## src/sv/ptw_pkg.sv

```systemverilog
// ----------------------------------------------------------------------------
// ptw_pkg
// Types and constants shared by the four-level page table walker.
// ----------------------------------------------------------------------------
package ptw_pkg;

   localparam int PHYS_ADDR_BITS = 52;
   localparam int ADDR_W         = 52;
   localparam int VA_W           = 48;
   localparam int ENTRY_W        = 64;
   localparam int PAGE_BITS      = 12;
   localparam int INDEX_W        = 9;

   localparam logic [63:0] PHYS_MASK_64 = (64'd1 << PHYS_ADDR_BITS) - 64'd1;
   localparam logic [ADDR_W-1:0] PHYS_MASK     = PHYS_MASK_64[ADDR_W-1:0];
   localparam logic [ADDR_W-1:0] GIB_OFFSET    = ADDR_W'(64'h3FFF_FFFF);
   localparam logic [ADDR_W-1:0] MIB2_OFFSET   = ADDR_W'(64'h1F_FFFF);
   localparam logic [ADDR_W-1:0] PAGE_LOW_MASK = ADDR_W'(64'hFFF);
   localparam logic [ADDR_W-1:0] FRAME_MASK    = PHYS_MASK & ~PAGE_LOW_MASK;
   localparam int LARGE_BIT   = 7;
   localparam int PRESENT_BIT = 0;

   localparam logic ACTION_START    = 1'b0;
   localparam logic ACTION_RESPONSE = 1'b1;
   localparam logic KIND_READ       = 1'b0;
   localparam logic KIND_DONE       = 1'b1;

   localparam logic [1:0] LEVEL_PML4 = 2'd0;
   localparam logic [1:0] LEVEL_PDPT = 2'd1;
   localparam logic [1:0] LEVEL_PD   = 2'd2;
   localparam logic [1:0] LEVEL_PT   = 2'd3;

   typedef struct packed {
      logic               action;
      logic [ADDR_W-1:0]  table_base;
      logic [VA_W-1:0]    virt_addr;
      logic [ENTRY_W-1:0] entry_data;
      logic               read_ok;
   } req_type;

   typedef struct packed {
      logic              result_kind;
      logic [ADDR_W-1:0] request_address;
      logic [ADDR_W-1:0] phys_addr;
      logic              fault;
      logic [1:0]        fault_level;
   } rsp_type;

   typedef struct packed {
      logic            busy;
      logic [1:0]      level;
      logic [VA_W-1:0] held_va;
   } walk_state_type;

   typedef struct packed {
      logic           emit;
      walk_state_type state;
      rsp_type        rsp;
   } step_type;

endpackage

```

## src/sv/four_level_page_table_walker.sv

```systemverilog
// ----------------------------------------------------------------------------
// four_level_page_table_walker
// Four-level page table walker: issues one entry read per level and reports
// the translated address or a fault.
// ----------------------------------------------------------------------------
// Usage:
//   req channel: a transaction with action = start carries table_base and
//   the virtual address; one with action = response carries entry_data and
//   read_ok for the entry read last requested.
//   rsp channel: result_kind = read asks for the 8-byte entry at
//   request_address; result_kind = done ends the walk with the translated
//   address or fault and fault_level.
//   Each req transaction yields at most one rsp transaction (a response
//   while no walk is running yields none) in the cycle after acceptance,
//   from an output register. A start while a walk runs abandons that walk.
//   Throughput is one req transaction per cycle unless the receiver stalls:
//   the step logic sits between the walk state registers and the output
//   register. When the receiver stalls, the output register holds its
//   transaction and req_ready drops until it is taken.
//   Reset leaves the walker idle, with no result pending.
// ----------------------------------------------------------------------------
module four_level_page_table_walker
   import ptw_pkg::*;
(
   input  logic    clock,
   input  logic    reset,
   input  logic    req_valid,
   output logic    req_ready,
   input  req_type req_payload,
   output logic    rsp_valid,
   input  logic    rsp_ready,
   output rsp_type rsp_payload
);

   walk_state_type state_ff, state_in;
   logic           rsp_valid_ff, rsp_valid_in;
   rsp_type        rsp_ff, rsp_in;
   step_type       step;
   logic           accept;

   ptw_step u_step (
      .cur  (state_ff),
      .req  (req_payload),
      .step (step)
   );

   assign req_ready   = !rsp_valid_ff || rsp_ready;
   assign accept      = req_valid && req_ready;
   assign rsp_valid   = rsp_valid_ff;
   assign rsp_payload = rsp_ff;

   always_comb begin
      state_in     = state_ff;
      rsp_valid_in = rsp_valid_ff && !rsp_ready;
      rsp_in       = rsp_ff;
      if (accept) begin
         state_in = step.state;
         if (step.emit) begin
            rsp_valid_in = 1'b1;
            rsp_in       = step.rsp;
         end
      end
   end

   always_ff @(posedge clock) begin
      if (reset) begin
         state_ff     <= '0;
         rsp_valid_ff <= 1'b0;
      end else begin
         state_ff     <= state_in;
         rsp_valid_ff <= rsp_valid_in;
      end
   end

   always_ff @(posedge clock) begin
      rsp_ff <= rsp_in;
   end

endmodule

```

## src/sv/ptw_step.sv

```systemverilog
// ----------------------------------------------------------------------------
// ptw_step
// One walk step: from the current walk state and one transaction, the next
// state and the result, if any.
// ----------------------------------------------------------------------------
module ptw_step
   import ptw_pkg::*;
(
   input  walk_state_type cur,
   input  req_type        req,
   output step_type       step
);

   logic [1:0]         next_level;
   logic [INDEX_W-1:0] index;
   logic [ADDR_W-1:0]  entry_phys;
   logic               big_page;

   assign next_level = cur.level + 2'd1;
   assign entry_phys = req.entry_data[ADDR_W-1:0] & PHYS_MASK;
   assign big_page   = req.entry_data[LARGE_BIT];

   always_comb begin
      logic [VA_W-1:0] va;
      logic [1:0]      lvl;
      va  = (req.action == ACTION_START) ? req.virt_addr : cur.held_va;
      lvl = (req.action == ACTION_START) ? LEVEL_PML4 : next_level;
      unique case (lvl)
         LEVEL_PML4: index = va[47:39];
         LEVEL_PDPT: index = va[38:30];
         LEVEL_PD:   index = va[29:21];
         LEVEL_PT:   index = va[20:12];
         default:    index = va[47:39];
      endcase
   end

   always_comb begin
      step                      = '0;
      step.state                = cur;
      step.rsp.result_kind      = KIND_DONE;
      step.rsp.fault_level      = cur.level;
      if (req.action == ACTION_START) begin
         step.emit = 1'b1;
         if (req.table_base == '0) begin
            step.state.busy  = 1'b0;
            step.state.level = LEVEL_PML4;
            step.rsp.fault   = 1'b1;
            step.rsp.fault_level = LEVEL_PML4;
         end else begin
            step.state.busy    = 1'b1;
            step.state.level   = LEVEL_PML4;
            step.state.held_va = req.virt_addr;
            step.rsp.result_kind     = KIND_READ;
            step.rsp.fault_level     = LEVEL_PML4;
            step.rsp.request_address = (req.table_base & FRAME_MASK)
                                     | ADDR_W'({index, 3'b000});
         end
      end else if (cur.busy) begin
         step.emit = 1'b1;
         priority if (!req.read_ok || !req.entry_data[PRESENT_BIT]) begin
            step.state.busy = 1'b0;
            step.rsp.fault  = 1'b1;
         end else if (cur.level == LEVEL_PDPT && big_page) begin
            step.state.busy = 1'b0;
            step.rsp.phys_addr = (entry_phys & ~GIB_OFFSET)
                               | (ADDR_W'(cur.held_va) & GIB_OFFSET);
         end else if (cur.level == LEVEL_PD && big_page) begin
            step.state.busy = 1'b0;
            step.rsp.phys_addr = (entry_phys & ~MIB2_OFFSET)
                               | (ADDR_W'(cur.held_va) & MIB2_OFFSET);
         end else if (cur.level == LEVEL_PT) begin
            step.state.busy = 1'b0;
            step.rsp.phys_addr = (entry_phys & FRAME_MASK)
                               | (ADDR_W'(cur.held_va) & PAGE_LOW_MASK);
         end else begin
            step.state.level         = next_level;
            step.rsp.result_kind     = KIND_READ;
            step.rsp.fault_level     = next_level;
            step.rsp.request_address = (entry_phys & FRAME_MASK)
                                     | ADDR_W'({index, 3'b000});
         end
      end
   end

endmodule

```

## config.mk

```make
export PLATFORM = sky130hd
export DESIGN_NAME = four_level_page_table_walker
export DESIGN_NICKNAME = d
export VERILOG_FILES = /design/src/sv/ptw_pkg.sv /design/src/sv/four_level_page_table_walker.sv /design/src/sv/ptw_step.sv
export SDC_FILE = /design/constraint.sdc
export NUM_CORES = 1
export LEC_CHECK = 0
export ABC_AREA = 1
export BUFFER_PORTS_ARGS = -buffer_cell sky130_fd_sc_hd__buf_4
export CAP_MARGIN = 20
export CORE_UTILIZATION = 42
export CTS_CLUSTER_SIZE = 20
export DETAILED_ROUTE_END_ITERATION = 16
export PLACE_DENSITY_LB_ADDON = 0.1
export SLEW_MARGIN = 20
export SYNTH_ARGS = -nofsm -noshare
export SYNTH_HDL_FRONTEND = slang
export SYNTH_SLANG_ARGS = --single-unit
```

## constraint.sdc

```tcl
create_clock -name clock -period 17 [get_ports clock]
set_clock_uncertainty 0.05 [all_clocks]
set_input_delay 1.7 -clock clock [delete_from_list [all_inputs] [get_ports clock]]
set_output_delay 1.7 -clock clock [all_outputs]
set_load 0.03 [all_outputs]
```

# Yosys cells after proc, flatten, opt, wreduce, memory -nomap -nowiden
# Cells that the tools add are included.
[totals]
out_inout_bits = 110
register_bits = 160
wordCells = 70
[classes]
add_sub_neg = 1
n_eq_ne = 7
reduce_logical = 16
mux = 29
n_bitwise = 8
[ops]
columns = ["operator", "n"]
rows = [
  ["$mux 53", 5],
  ["$mux 52", 3],
  ["$or 52x12->52", 3],
  ["$mux 108", 1],
  ["$mux 105", 1],
  ["$logic_not 52->1", 1],
  ["$or 52x21->52", 1],
  ["$or 52x30->52", 1],
  ["$mux 48", 1],
  ["$pmux 9 s4", 1],
  ["$mux 2", 5],
  ["$eq 2x2->1 const B", 4],
  ["$mux 1", 8],
  ["$mux 4", 2],
  ["$mux 3", 2],
  ["$eq 2x1->1 const B", 2],
  ["$logic_and 1x1->1", 4],
  ["$logic_not 1->1", 4],
  ["$reduce_and 2->1", 2],
  ["$not 1->1", 3],
  ["$reduce_and 3->1", 1],
  ["$reduce_or 3->1", 1],
  ["$add 2x1->2 const B", 1],
  ["$logic_not 2->1", 1],
  ["other kinds (2)", 3],
]

# Longest topological paths before layout
# Gate-level depths: netlist of run 1.
[depth]
word_depth = 11
depth_mapped = 12
mapped_depth_nobuf = 10

# By module
# Synthesis of run 1 repeated with hierarchy kept, for this count alone.
[hier_totals]
hier_cells = 1014
area_unflattened_um2 = 8380.5
[by_module_without_submodules]
columns = ["mod", "cells_each", "seq_area_each_um2", "n_inst", "area_each_um2"]
rows = [
  ["four_level_page_table_walker", 453, 4284.1, 1, 5726.7],
  ["ptw_step", 561, 0.0, 1, 2653.8],
]

# Least setup slack after synthesis of run 1
# No wires, ideal clock.
[synth_timing]
path_type = "input port to flip-flop"
startpoint = "input port rsp_ready"
endpoint = "register state_ff[48] (netlist bit)"
arrival_time_ps = 7133
slack_ps = 9715
setup_time_ps = 103
path_stages = 6
path_buffers = 0
t_required_ps = 16847
cell_sequence = "inv_1 -> nand2_1 -> nand2_1 -> nor2_1 -> o21ai_0 -> a21oi_1"
[synth_via]
elab_chain_cells = 3
[synth_lines]
columns = ["element", "line", "text"]
rows = [
  ["start, declared", "four_level_page_table_walker.sv:31", "input logic rsp_ready,"],
  ["$logic_or 1x1->1", "four_level_page_table_walker.sv:47", "assign req_ready = !rsp_valid_ff || rsp_ready;"],
  ["via req_ready", "four_level_page_table_walker.sv:28", "output logic req_ready,"],
  ["$logic_and 1x1->1", "four_level_page_table_walker.sv:48", "assign accept = req_valid && req_ready;"],
  ["$reduce_and 2->1 (no line)", "-", ""],
  ["end signal, assigned", "four_level_page_table_walker.sv:70", "state_ff <= state_in;"],
  ["end, declared", "four_level_page_table_walker.sv:35", "walk_state_type state_ff, state_in;"],
]
# The timed path passes the listed nets, and every way through them passes these cells.
# A chain may end at the register's enable or synchronous reset.

==> results of run 1 <==
## per-stage QoR
stage	worst slack, ns	cells	area (µm²)	power, mW	util (%)
2_1_floorplan	9.71	908	7570	0.544	-
3_3_place_gp	11.27	1332	9520	0.607	54.6
3_5_place_dp	11.16	1332	9520	0.609	54.6
4_1_cts	11.57	1364	10100	0.969	57.9
5_1_grt	12.36	1365	10100	1.00	58.1
6_report	12.62	1365	10100	0.962	58.1
## sequential cells by signal (all words and copies together), names as in the netlist
| name | count |
|---|---|
| rsp_payload | 105 |
| rsp_valid | 1 |
| state_ff | 51 |
## final cells by class
cell class,instances,area (µm²)
Timing Repair Buffer,260,1980
Fill cell,1646,7290
Clock buffer,20,479
Multi-Input combinational cell,495,2370
Tap cell,225,282
Clock inverter,12,82.6
Sequential cell,157,4190
Inverter,196,737
## cell usage after synthesis (2+ instances only)
master	count	share of area (%)
buf_2	14	0.93
dfxtp_1	52	14
buf_4	4	0.40
nor2_1	93	4.6
nand2_2	7	0.58
a21oi_1	58	3.8
nor3_1	34	2.3
buf_6	5	0.74
nand2_1	154	7.6
nand3_1	4	0.26
clkbuf_1	29	1.4
a2111oi_0	9	1.0
inv_2	8	0.40
buf_1	8	0.40
a211oi_1	9	0.89
nand4_1	50	4.1
clkinv_1	6	0.30
ha_1	5	0.83
inv_1	182	9.0
a31oi_1	2	0.17
o21ai_0	63	4.2
edfxtp_1	105	42
## per-layer routing
layer,vias to the layer above,wire length (µm)
met2,209,9840
met4,0,358
met1,2998,9100
met5,-,0
met3,20,1670
li1,3352,-
## layout by cell type (no fill, tap or decap), drive strengths merged
master / n
nor3: 34
and2: 1
nand3: 5
a211oi: 9
a2111oi: 9
dfxtp: 52
clkinvlp: 2
nand2: 161
o21ai: 64
buf: 260
ha: 5
clkinv: 14
nor2: 94
inv: 192
a31oi: 2
clkbuf: 20
conb: 3
nand4: 50
a21oi: 58
edfxtp: 105
## worst max path at each step
stage / from / to / slack [ns] / cells after the start
finish: req_payload[8] / rsp_payload[89] / 12.62 / 6
global route: req_payload[8] / rsp_payload[100] / 12.36 / 6
CTS: req_payload[8] / rsp_payload[98] / 11.57 / 6
detailed placement: req_payload[8] / rsp_payload[98] / 11.16 / 6
global placement: req_payload[8] / rsp_payload[87] / 11.27 / 6
floorplan: rsp_ready / state_ff[48] / 9.71 / 6
## worst min-delay path, cell delays in order (launching register included)
cell and delay, ns:
dfxtp_1 0.31, inv_1 0.05, nand2_1 0.05, clkinv_1 0.04
nor2_1 0.03
## power by group through the flow
stage,Sequential (mW),Clock (mW),Combinational (mW)
global route,0.442,0.384,0.178
finish,0.440,0.361,0.161
floorplan,0.476,0,0.0677
detailed placement,0.448,0,0.161
global placement,0.448,0,0.159
CTS,0.440,0.368,0.161
## cell families after synthesis
logic type / share of synthesized area [%]
buffers and inverters: 13.6
other: 0.0496
AO/OA/AOI/OAI: 10.2
AND/OR/NAND/NOR: 19.9
adder cells (fa/ha/maj): 0.827
flip-flops: 55.5
==> summary.md, run 1 <==
| Metric | Value |
|---|---|
| Die area | `18500 µm²` |
| Switching Power | `approximately 260 µW` |
| Yosys cell types | `27` |
| Port buffer count | `roughly 250` |
| Post-synth ARST share | `0%` |
| Avg WL per Cell | `15.4 µm` |
| Worst R2R Path Depth | `7` |
| Met1 Use GR | `30.0%` |
| Slew Limit Fails | `0` |
| Max Cap Violations | `0` |
| Met2 usage | `35.6%` |
| CORE AREA | `17400 µm²` |
| Critical Path AT | `4.55 ns` |
| Logic pwr share | `between 10% and 20%` |
| Hold Buf Count CTS | `0` |
| Resized Gates After CTS | `0` |
| Reg clk slew, reported paths | `0.06 ns` |
| Hold Startpoint | `state_ff[41]` |
| GP Congestion | `between 0.8 and 0.9` |
| Startpoint types | `input pin` |
| Top delay family on crit path | `simple AND/OR/NAND/NOR gates` |
| Max Root-Sink Buffers | `2` |
| Post-synth EDFFs | `105` |
| Vias in the first global route | `roughly 5900` |
| Die Wd | `136 µm` |
| Worst R2R Start | `state_ff[48]` |
| Mean post-synth cell area | `8.35 µm²` |
| Starting DRT DRC Count | `422` |
| Final hold slack | `0.455 ns` |
| Crit path largest cell delay | `approximately 0.67 ns` |
| Worst slew pin tran | `1.04 ns` |
| Layout Area Growth over Synthesis | `33.9%` |
| CTS H-tree depth | `4` |
| Initial DRT Pass Iterations | `5` |
| Worst min-delay path category | `reg -> reg` |
| Leakage power | `a little under 5 nW` |
| GRT Total Usage | `22.7%` |
| Met3 usage | `6.08%` |
| Unrepaired setup endpoints after global routing | `no` |
| CTS tree | `done` |
| Slack of the worst reg-to-reg path | `12.90 ns` |
| Routed Antenna Nets | `0` |
| IO Count | `280` |
| Diode count | `0` |
| DRC errors left | `0` |
| Crit share post-route | `25.7%` |
| Crit path kind | `in -> reg` |
| Worst-path cell chain | `buf_4 -> nand2_1 -> nand2_1 -> nor2_4 -> nand3_4 -> o21ai_0` |
| Clk network pwr share | `37.5%` |
| Cell Rows | `48` |
| Pin count of the biggest net entering global routing | `110` |
| Final #Nets | `1302` |
| Crit path max fanout | `50` |
| CP most frequent cell | `nand2_1` |
| Worst Path Required | `17.18 ns` |
| Routed vias | `6579` |
| Setup TNS | `0 ns` |
| Post-CTS Setup Bufs | `0` |
| Vias per cell | `4.82` |
| Max Fclk | `229 MHz` |
| Routed WL | `21000 µm` |
| Pwr dens | `95.1 nW/µm²` |
| Peak supply drop | `0.0642 mV` |
| Starting Density | `43.4%` |
| Worst hold path depth | `4` |
| Register area share after synthesis | `55.5%` |
| Final HPWL DP | `14400 µm` |
| Ys Warns | `0` |
| Final setup viols | `0` |
| Clk sink count | `157` |
| Seq pwr share | `45.7%` |
| Worst path bufs/invs | `1` |
| Sw Ratio | `~28%` |
| Antenna violations before repair | `0` |
| Hold path endpoint | `state_ff[41]` |
| Root buf cell | `clkbuf_16` |
| Worst-Skew Late Latency | `0.41 ns` |
| Dominant synthesized flop cell | `edfxtp_1` |
| CP max stage cell | `nor2_4` |
| Cells after Synth | `906` |
| CP endpoint kind | `flip-flop` |
| Internal power | `about 700 µW` |
| Max-slew headroom | `30.8%` |
| Status | `finished clean` |
| Final min period | `4.38 ns` |
| Worst R2R End | `rsp_payload[89]` |
| Gr busiest metal | `met2` |
| Final Hold Fails | `0` |
| First-pass GRT wire length | `roughly 32000 µm` |
| Layout cells sized above 1 | `27.4%` |
| Gr ovfl total | `0` |
| Yosys reg bits | `roughly 160` |
| Mapped Area | `roughly 7600 µm²` |
| TritonCTS buffer count | `17` |
| DIE HEIGHT | `136 µm` |
Note: power is estimated with default switching activity, not from simulation.
==> inputs of run 2 (changes only) <==
Clock period 17 ns to 3.7 ns, I/O delays scaled along.
==> summary.md, run 2 (same netlist as run 1, synthesis figures left out) <==
| Metric | Value |
|---|---|
| Status | `finished clean` |
| Max Cap Violations | `0` |
| Final #Nets | `~1300` |
| TritonCTS buffer count | `17` |
| Routed wl met3 | `1570 µm` |
| CP most frequent cell | `a21oi_1` |
| Crit path kind | `reg -> reg` |
| First-pass GRT wire length | `approximately 31000 µm` |
| Post-CTS Setup Bufs | `0` |
| Worst-path cell chain | `buf_4 -> inv_1 -> buf_4 -> ha_1 -> clkinv_1 -> a21oi_1 -> o21ai_0 -> a21oi_1 -> a21oi_1 -> a21oi_1` |
| Peak supply drop | `~0.35 mV` |
| Slew Limit Fails | `0` |
| Total Power | `4.43 mW` |
| Max Fclk | `378 MHz` |
| Worst slew pin tran | `1.09 ns` |
| Layout cells sized above 1 | `28.0%` |
| CP max stage cell | `ha_1` |
| DIE HEIGHT | `~140 µm` |
| Metal2 WL | `9790 µm` |
| Routed Antenna Nets | `0` |
| DRT met1 WL | `9440 µm` |
| Worst min-delay path category | `in -> reg` |
| Pwr dens | `436 nW/µm²` |
| Layout Area Growth over Synthesis | `34.5%` |
| CTS tree | `done` |
| Startpoint types | `flip-flop` |
| Port buffer count | `roughly 250` |
| Worst hold path depth | `2` |
| Final min period | `about 2.6 ns` |
| Root buf cell | `clkbuf_16` |
| Starting DRT DRC Count | `slightly below 400` |
| Hold Buf Count CTS | `0` |
| Worst Path Required | `about 4 ns` |
| Worst R2R End | `rsp_payload[64]` |
| Hold path endpoint | `rsp_valid` |
| Top delay family on crit path | `buffers and inverters` |
| Worst path bufs/invs | `4` |
| Cell Rows | `48` |
| GRT Total Usage | `22.5%` |
| Vias per cell | `4.84` |
| Diode count | `0` |
| Antenna violations before repair | `0` |
| Top sig layer | `met4` |
| Worst R2R Path Depth | `10` |
| IO Count | `between 200 and 300` |
| Routed vias | `6660` |
| Final Hold Fails | `0` |
| Slack of the worst reg-to-reg path | `1.05 ns` |
| Max Root-Sink Buffers | `2` |
| Fillers | `1641` |
| Crit share post-route | `between 70% and 80%` |
| Setup TNS | `0 ns` |
| Crit path max fanout | `23` |
| Resized Gates After CTS | `0` |
| CP endpoint kind | `flip-flop` |
| Reg clk slew, reported paths | `0.06 ns` |
| Die area | `18500 µm²` |
| GP Congestion | `0.848` |
| Vias in the first global route | `5914` |
| Worst-Skew Late Latency | `0.42 ns` |
| Initial DRT Pass Iterations | `4` |
| Most frequent cells in the layout | `buf_4 (269), inv_1 (181), nand2_1 (153)` |
| Clk sink count | `157` |
| DRC errors left | `0` |
| Worst R2R Start | `state_ff[48]` |
| Commonest non-fill, non-tap cell in the layout | `buf_4` |
| Avg WL per Cell | `roughly 15 µm` |
| Die Wd | `136 µm` |
| Unrepaired setup endpoints after global routing | `no` |
| Crit path largest cell delay | `about 0.53 ns` |
| Critical Path AT | `2.84 ns` |
| Hold Startpoint | `reset` |
| Pin count of the biggest net entering global routing | `slightly below 80` |
| CTS H-tree depth | `4` |
| Leakage power | `approximately 4.8 nW` |
| Routed WL | `21100 µm` |
| Max-slew headroom | `between 20% and 30%` |
| Final setup viols | `0` |
| Max reg flops | `105` |
| Starting Density | `43.4%` |
| Gr ovfl total | `0` |
| Final HPWL DP | `15000 µm` |
| CORE AREA | `about 17000 µm²` |
==> run 2: changes by cell type in the layout (fill, tap and decap cells not counted), moves of 2 or more <==
| cell | delta |
|---|---|
| buf_4 | +11 |
| inv_6 | +3 |
| clkbuf_8 | +2 |
| clkinv_4 | -2 |
==> run 2: per-stage QoR <==
step           std cells  setup WS, ns  utilization [%]  hold slack [ns]  area, µm²
3_5_place_dp        1343          1.11             55.2            0.439       9610
5_1_grt             1375         0.807             58.4           0.0600      10200
6_report            1375          1.05             58.4           0.0593      10200
3_3_place_gp        1343          1.13             55.2            0.438       9610
2_1_floorplan        908         0.740                -            0.389       7580
4_1_cts             1375          1.09             58.4           0.0406      10200
==> run 2: worst max-delay path by stage <==
stage | cells past startpoint | end | start
after floorplan | 3 | rsp_payload[0] | rsp_valid
after CTS | 10 | rsp_payload[64] | state_ff[48]
final | 10 | rsp_payload[64] | state_ff[48]
after global placement | 10 | rsp_payload[63] | state_ff[48]
after detailed placement | 10 | rsp_payload[64] | state_ff[48]
after global routing | 10 | rsp_payload[64] | state_ff[48]
==> run 2: layer usage <==
layer	vias to the layer above	GRT usage (%)
li1	3370	-
met1	3044	30.4
met2	227	35.7
met3	19	4.81
met4	0	7.04
met5	-	0
==> run 2: area by class of cell <==
type | count | area [µm²] | area share, %
Multi-Input combinational cell | 495 | 2360 | 23.2
Inverter | 196 | 737 | 7.24
Clock buffer | 21 | 482 | 4.74
Timing Repair Buffer | 270 | 2040 | 20.0
Clock inverter | 11 | 78.8 | 0.775
Sequential cell | 157 | 4190 | 41.2
Tap cell | 225 | 282 | 2.77
==> run 2: where the power goes <==
part / switching [mW] / leakage [nW] / total (mW) / internal [mW]
Clock: 0.722 / 0.280 / 1.66 / 0.941
Combinational: 0.467 / 3.09 / 0.753 / 0.285
Sequential: 0.0334 / 1.46 / 2.02 / 1.98
